[src/rtl/core/pideig_pkg.sv]
// ----------------------------------------------------------------------------
// pideig_pkg
// Shared types, constants and fixed-point helpers for the power iteration
// eigenvalue core.
// ----------------------------------------------------------------------------
package pideig_pkg;

  localparam int unsigned MATRIX_SIZE_DEF   = 8;
  localparam int unsigned FRACTION_BITS_DEF = 16;
  localparam int unsigned DATA_W            = 32;
  localparam int unsigned CFG_W             = 7;
  localparam int unsigned INDEX_W           = 4;
  localparam logic [CFG_W-1:0] ITER_RESET   = 7'd8;
  localparam logic [CFG_W-1:0] ITER_MAX     = 7'd64;

  // One matrix element as it arrives.
  typedef struct packed {
    logic signed [DATA_W-1:0] matrix_value;
    logic                     last_element;
  } in_item_t;

  // One eigenvalue as it leaves.
  typedef struct packed {
    logic signed [DATA_W-1:0] eigenvalue;
    logic [INDEX_W-1:0]       eigen_index;
    logic                     last_result;
    logic                     zero_norm;
  } out_item_t;

  // Sequencer states.
  typedef enum logic [3:0] {
    ST_IDLE,
    ST_FILL,
    ST_MULT,
    ST_DOT,
    ST_QUOT,
    ST_QWAIT,
    ST_SQRT,
    ST_SWAIT,
    ST_NREAD,
    ST_NSTART,
    ST_NWAIT,
    ST_ITEND,
    ST_DEFL,
    ST_EMIT
  } state_t;

  // Operations of the shared iterative unit.
  typedef enum logic {
    ARITH_DIV,
    ARITH_SQRT
  } arith_op_t;

  // Round a full product to f fraction bits, half up (floor of p + half).
  function automatic logic signed [63:0] fixed_round(input logic signed [63:0] p,
                                                     input int unsigned f);
    logic signed [63:0] half;
    half = 64'sd1 <<< (f - 1);
    return (p + half) >>> f;
  endfunction

  // Saturate a 64-bit signed value to 32 bits.
  function automatic logic signed [31:0] sat32(input logic signed [63:0] v);
    logic signed [31:0] r;
    if (v > 64'sh000000007FFFFFFF) begin
      r = 32'sh7FFFFFFF;
    end else if (v < -64'sh0000000080000000) begin
      r = 32'sh80000000;
    end else begin
      r = v[31:0];
    end
    return r;
  endfunction

  // Magnitude of a 32-bit signed value, exact for the most negative value.
  function automatic logic [31:0] mag32(input logic signed [31:0] v);
    return v[31] ? (~v + 32'd1) : v;
  endfunction

  // Apply a sign to a magnitude and saturate to 32 bits.
  function automatic logic signed [31:0] with_sign(input logic [63:0] mag, input logic neg);
    logic signed [31:0] r;
    if (neg) begin
      if (mag > 64'h0000000080000000) begin
        r = 32'sh80000000;
      end else begin
        r = 32'(-mag);
      end
    end else begin
      if (mag > 64'h000000007FFFFFFF) begin
        r = 32'sh7FFFFFFF;
      end else begin
        r = mag[31:0];
      end
    end
    return r;
  endfunction

endpackage

[src/rtl/core/pideig_arith.sv]
// ----------------------------------------------------------------------------
// pideig_arith
// Shared restoring unit: unsigned division one quotient bit per cycle, or
// floor square root one root bit per cycle.
// ----------------------------------------------------------------------------
module pideig_arith
  import pideig_pkg::*;
#(
  parameter int unsigned FRACTION_BITS = FRACTION_BITS_DEF
) (
  input  logic        clk,
  input  logic        rst,
  input  logic        start,
  input  arith_op_t   op,
  input  logic [63:0] operand,
  input  logic [31:0] divisor,
  output logic        busy,
  output logic        done,
  output logic [63:0] result
);

  // Dividends never exceed 32 + FRACTION_BITS bits.
  localparam int unsigned DIV_W  = 32 + FRACTION_BITS;
  localparam int unsigned STEP_W = $clog2(DIV_W + 1);

  arith_op_t          op_r;
  logic [63:0]        work;
  logic [65:0]        rem;
  logic [31:0]        den;
  logic [STEP_W-1:0]  steps;
  logic [65:0]        cand;
  logic [65:0]        trial;
  logic               ge;

  // Trial subtraction shared by both operations.
  always_comb begin
    if (op_r == ARITH_DIV) begin
      cand  = {rem[64:0], work[63]};
      trial = {34'd0, den};
    end else begin
      cand  = {rem[63:0], work[63:62]};
      trial = {result, 2'b01};
    end
    ge = (cand >= trial);
  end

  // Step sequencing.
  always_ff @(posedge clk) begin
    if (rst) begin
      busy <= 1'b0;
      done <= 1'b0;
    end else begin
      done <= 1'b0;
      if (start) begin
        busy <= 1'b1;
      end else if (busy && steps == STEP_W'(1)) begin
        busy <= 1'b0;
        done <= 1'b1;
      end
    end
  end

  // Operand and partial result registers.
  always_ff @(posedge clk) begin
    if (start) begin
      op_r   <= op;
      work   <= (op == ARITH_DIV) ? (operand << (64 - DIV_W)) : operand;
      rem    <= '0;
      result <= '0;
      den    <= divisor;
      steps  <= (op == ARITH_DIV) ? STEP_W'(DIV_W) : STEP_W'(32);
    end else if (busy) begin
      rem    <= ge ? (cand - trial) : cand;
      result <= {result[62:0], ge};
      work   <= (op_r == ARITH_DIV) ? (work << 1) : (work << 2);
      steps  <= steps - STEP_W'(1);
    end
  end

endmodule

[config.mk]
export PLATFORM = sky130hd
export DESIGN_NAME = pideig_arith
export DESIGN_NICKNAME = d
export VERILOG_FILES = /design/src/rtl/core/pideig_pkg.sv /design/src/rtl/core/pideig_arith.sv
export SDC_FILE = /design/constraint.sdc
export NUM_CORES = 1
export LEC_CHECK = 0
export ABC_AREA = 1
export BUFFER_PORTS_ARGS = -buffer_cell sky130_fd_sc_hd__clkbuf_2
export CORE_AREA = 2 2 178 180
export DETAILED_ROUTE_END_ITERATION = 10
export DIE_AREA = 0 0 180 182
export PLACE_DENSITY = 0.82
export SLEW_MARGIN = 20
export SYNTH_ARGS = -nofsm -noshare
export SYNTH_HDL_FRONTEND = slang
export SYNTH_SLANG_ARGS = --single-unit
[constraint.sdc]
create_clock -name clk -period 4.5 [get_ports clk]
set_input_delay 0.225 -clock clk [delete_from_list [all_inputs] [get_ports clk]]
set_output_delay 0.225 -clock clk [all_outputs]
set_load 0.02 [all_outputs]
==> metrics.cfg <==
[setup_path]
worstSetupEndpointType = flip-flop
crit_slowest_cell = ha_1
worstPathCellList = buf_12 -> buf_12 -> o21ai_0 -> ha_1 -> nand2_1 -> nor2_1 -> nand3_1 -> nand2_1 -> nand2_1 -> nand2_1 -> nand2_1 -> nand2_1 -> nand2_1 -> nand2_1 -> nand2_1 -> nand3_1 -> nand2_1 -> nand2_1 -> nand2_1
max_stage_delay_ps = 430
crit_family = simple AND/OR/NAND/NOR gates
crit_fanout = 99
r2r_cells = 19
crit_buf_inv = 2
cp.depth = 19
setup.worst_path.start_class = flip-flop
arrival_ps = 4250
worst_ep_required_time_ps = 4940
path_class = reg2reg
crit_top_cell = nand2_1

[timing]
relSlewSlack_pct = 37.1
period_needed_ps = 3810
slew_viol_final = 0
hold_viol_final = 1
rsz0062_at_grt = no
finalSetupTns_ps = 0
tightest_slew_ps = 944
holdWs_ps = -10.4
setup_viol_count_final = 0
finalCritPeriodShare_pct = 84.7
max_freq_mhz = 262
finClkSkew_ps = 21.9

[route]
drtIter0Drc = 1768
route.detailed.drc = 0
finalWirelength_mm = 59.0
ant_nets = 0
firstDrtPassIters = 6
vias = 18000
wire_per_inst_um = 18.4
vias_per_cell = 5.61

[grt]
grt_pass1_vias = 17200
grt_pass1_wl_mm = 92.2
track_usage_pct = 35.2
grt_max_degree = 100
antenna_found_initial = 1
overflow = 0

[clock_tree]
post_cts_resized = 0
cts_buffer_depth = 3
cts_max_level = 1
insertion_delay_ps = 570
cts-root-buf = clkbuf_16
cts_tree = built
numCtsBuffers = 27
clkSinkCount = 234
path_clk_slew_ps = 60
postCtsSetupRepairBufs = 0

[cells_and_area]
fin_area_um2 = 19600
area_delta_synth_final_pct = 14.4
multi_input_area_um2 = 9260
diodes = 0
fillers = 2815
fin_util_pct = 63.2
fin_nets = 2950
seq_area_um2 = 5720
drive_gt1_share_pct = 12.9

[pwr]
power_per_cell_area_nw_per_um2 = 685
peakVddDrop_uv = 508
power_leakage_uw = 0.0102

[synthesis]
yosysWarnings = 0
async_flop_share_pct = 0
yosys_register_bits = 234
syn_area_um2 = 17100
synth_ff_type = dfxtp_1
synth_seq_area_share_pct = 33.4
synthTopCellsByCount = 942 x nand2_1, 435 x inv_1, 144 x nand3_1
yosysMostFrequentCell = nand2_1
synth_top_area_share_pct = 20.6
yosys.area.top_type = nand2_1
synth_nets = 2797
synth-edff-count = 103
syn_inst = 2628
synth_area_leaders = nand2_1 21%, edfxtp_1 18%, dfxtp_1 15%, inv_1 9.5%, ha_1 5.0%
yosysUniqueCellTypes = 44
avgSynthCellArea_um2 = 6.52

[status]
outcome = finished, violations left
violations = hold timing

[placed_design]
place.gp.congestion = 1.13
postPlaceCellArea_um2 = 18200
port_buffers = 165
hpwl_mm = 44.0

[min_path]
holdPathStages = 3
min_path_type = in2reg

[floorplan]
die_area_um2 = 32800
initial_core_util_pct = 55.3
ios = 166
rows = 65
die_h_um = 182
die_w_um = 180
core_area_um2 = 31000

[run]
cap_violations = 0

==> flip-flops by register name, indices dropped and copies added (netlist names) <==
register / flops
rem: 65
result: 64
work: 64
den: 32
steps: 6
busy: 1
done: 1
op_r: 1
==> kinds of logic after synthesis <==
kind of cell             share of synthesized area, %
flip-flops                                       33.4
multiplexers                                    0.818
AO/OA/AOI/OAI                                    13.3
buffers and inverters                            12.6
AND/OR/NAND/NOR                                  33.3
adder cells (fa/ha/maj)                          5.08
XOR/XNOR                                         1.59
==> power by group <==
| part | internal [uW] | switching [uW] |
|---|---|---|
| clock network | 1400 | 945 |
| logic | 2520 | 5690 |
| registers | 2620 | 248 |
| total | 6540 | 6880 |
==> worst register-to-register path, cell delays in order, from the launching register on <==
cell and delay (ps):
edfxtp_1 400, buf_12 310, buf_12 310, o21ai_0 250, ha_1 430, nand2_1 150, nor2_1 360, nand3_1 180
nand2_1 220, nand2_1 70, nand2_1 150, nand2_1 80, nand2_1 180, nand2_1 190, nand2_1 100, nand2_1 50
nand3_1 90, nand2_1 60, nand2_1 50, nand2_1 50
==> through the flow <==
stage / setup WS (ps) / total power [uW] / instances
floorplan: 1210 / 8640 / 2628
global placement: 861 / 10800 / 3114
detailed placement: 792 / 10800 / 3114
CTS: 763 / 13200 / 3204
global route: 468 / 14400 / 3204
finish: 690 / 13400 / 3204
==> final timing paths <==
kind / end / slack [ps] / from
max: rem[64]$_SDFFE_PP0P_ / 690 / op_r$_DFFE_PP_
min: work[50]$_DFFE_PP_ / -10 / operand[50]
max reg2reg: rem[64]$_SDFFE_PP0P_ / 690 / op_r$_DFFE_PP_
min reg2reg: rem[9]$_SDFFE_PP0P_ / 450 / rem[9]$_SDFFE_PP0P_
==> cells in the final DEF, fill, tap and decap left out, drive strengths merged, types with 2 or more instances in the layout <==
master,instances
buf,20
o221ai,47
nor2,147
o21a,2
nand3,154
mux2i,14
and2,4
o22ai,63
dfxtp,131
o211ai,34
xnor2,6
nor3,14
nand4,17
o32ai,14
o21bai,5
xor2,25
nand2,958
a21oi,78
inv,461
bufinv,3
or2,55
o21ai,122
nand3b,3
ha,68
clkbuf,197
edfxtp,103
clkinv,12
dlygate4sd3,40
==> layout make-up <==
class,count,share of cell area (%)
Clock inverter,17,0.913
Tap cell,402,2.57
Sequential cell,234,29.2
Multi-Input combinational cell,1834,47.3
Timing Repair Buffer,224,7.31
Clock buffer,33,3.94
Inverter,460,8.83
==> layer usage <==
| metal | global-route usage [%] | part of all wire, % | wire length [um] |
|---|---|---|---|
| met5 | 0 | 0 | 0 |
| met4 | 13.8 | 4.2 | 2450 |
| met3 | 6.04 | 9.6 | 5680 |
| met2 | 58.3 | 45 | 26600 |
| met1 | 46.1 | 41 | 24200 |
==> timing repair <==
item | 4_1_cts | 5_1_grt
hold buffers | 40 | 0
setup endpoints to repair | 0 | 0
endpoints found under the hold margin | 41 | 0
(Power assumes the default switching activity.)
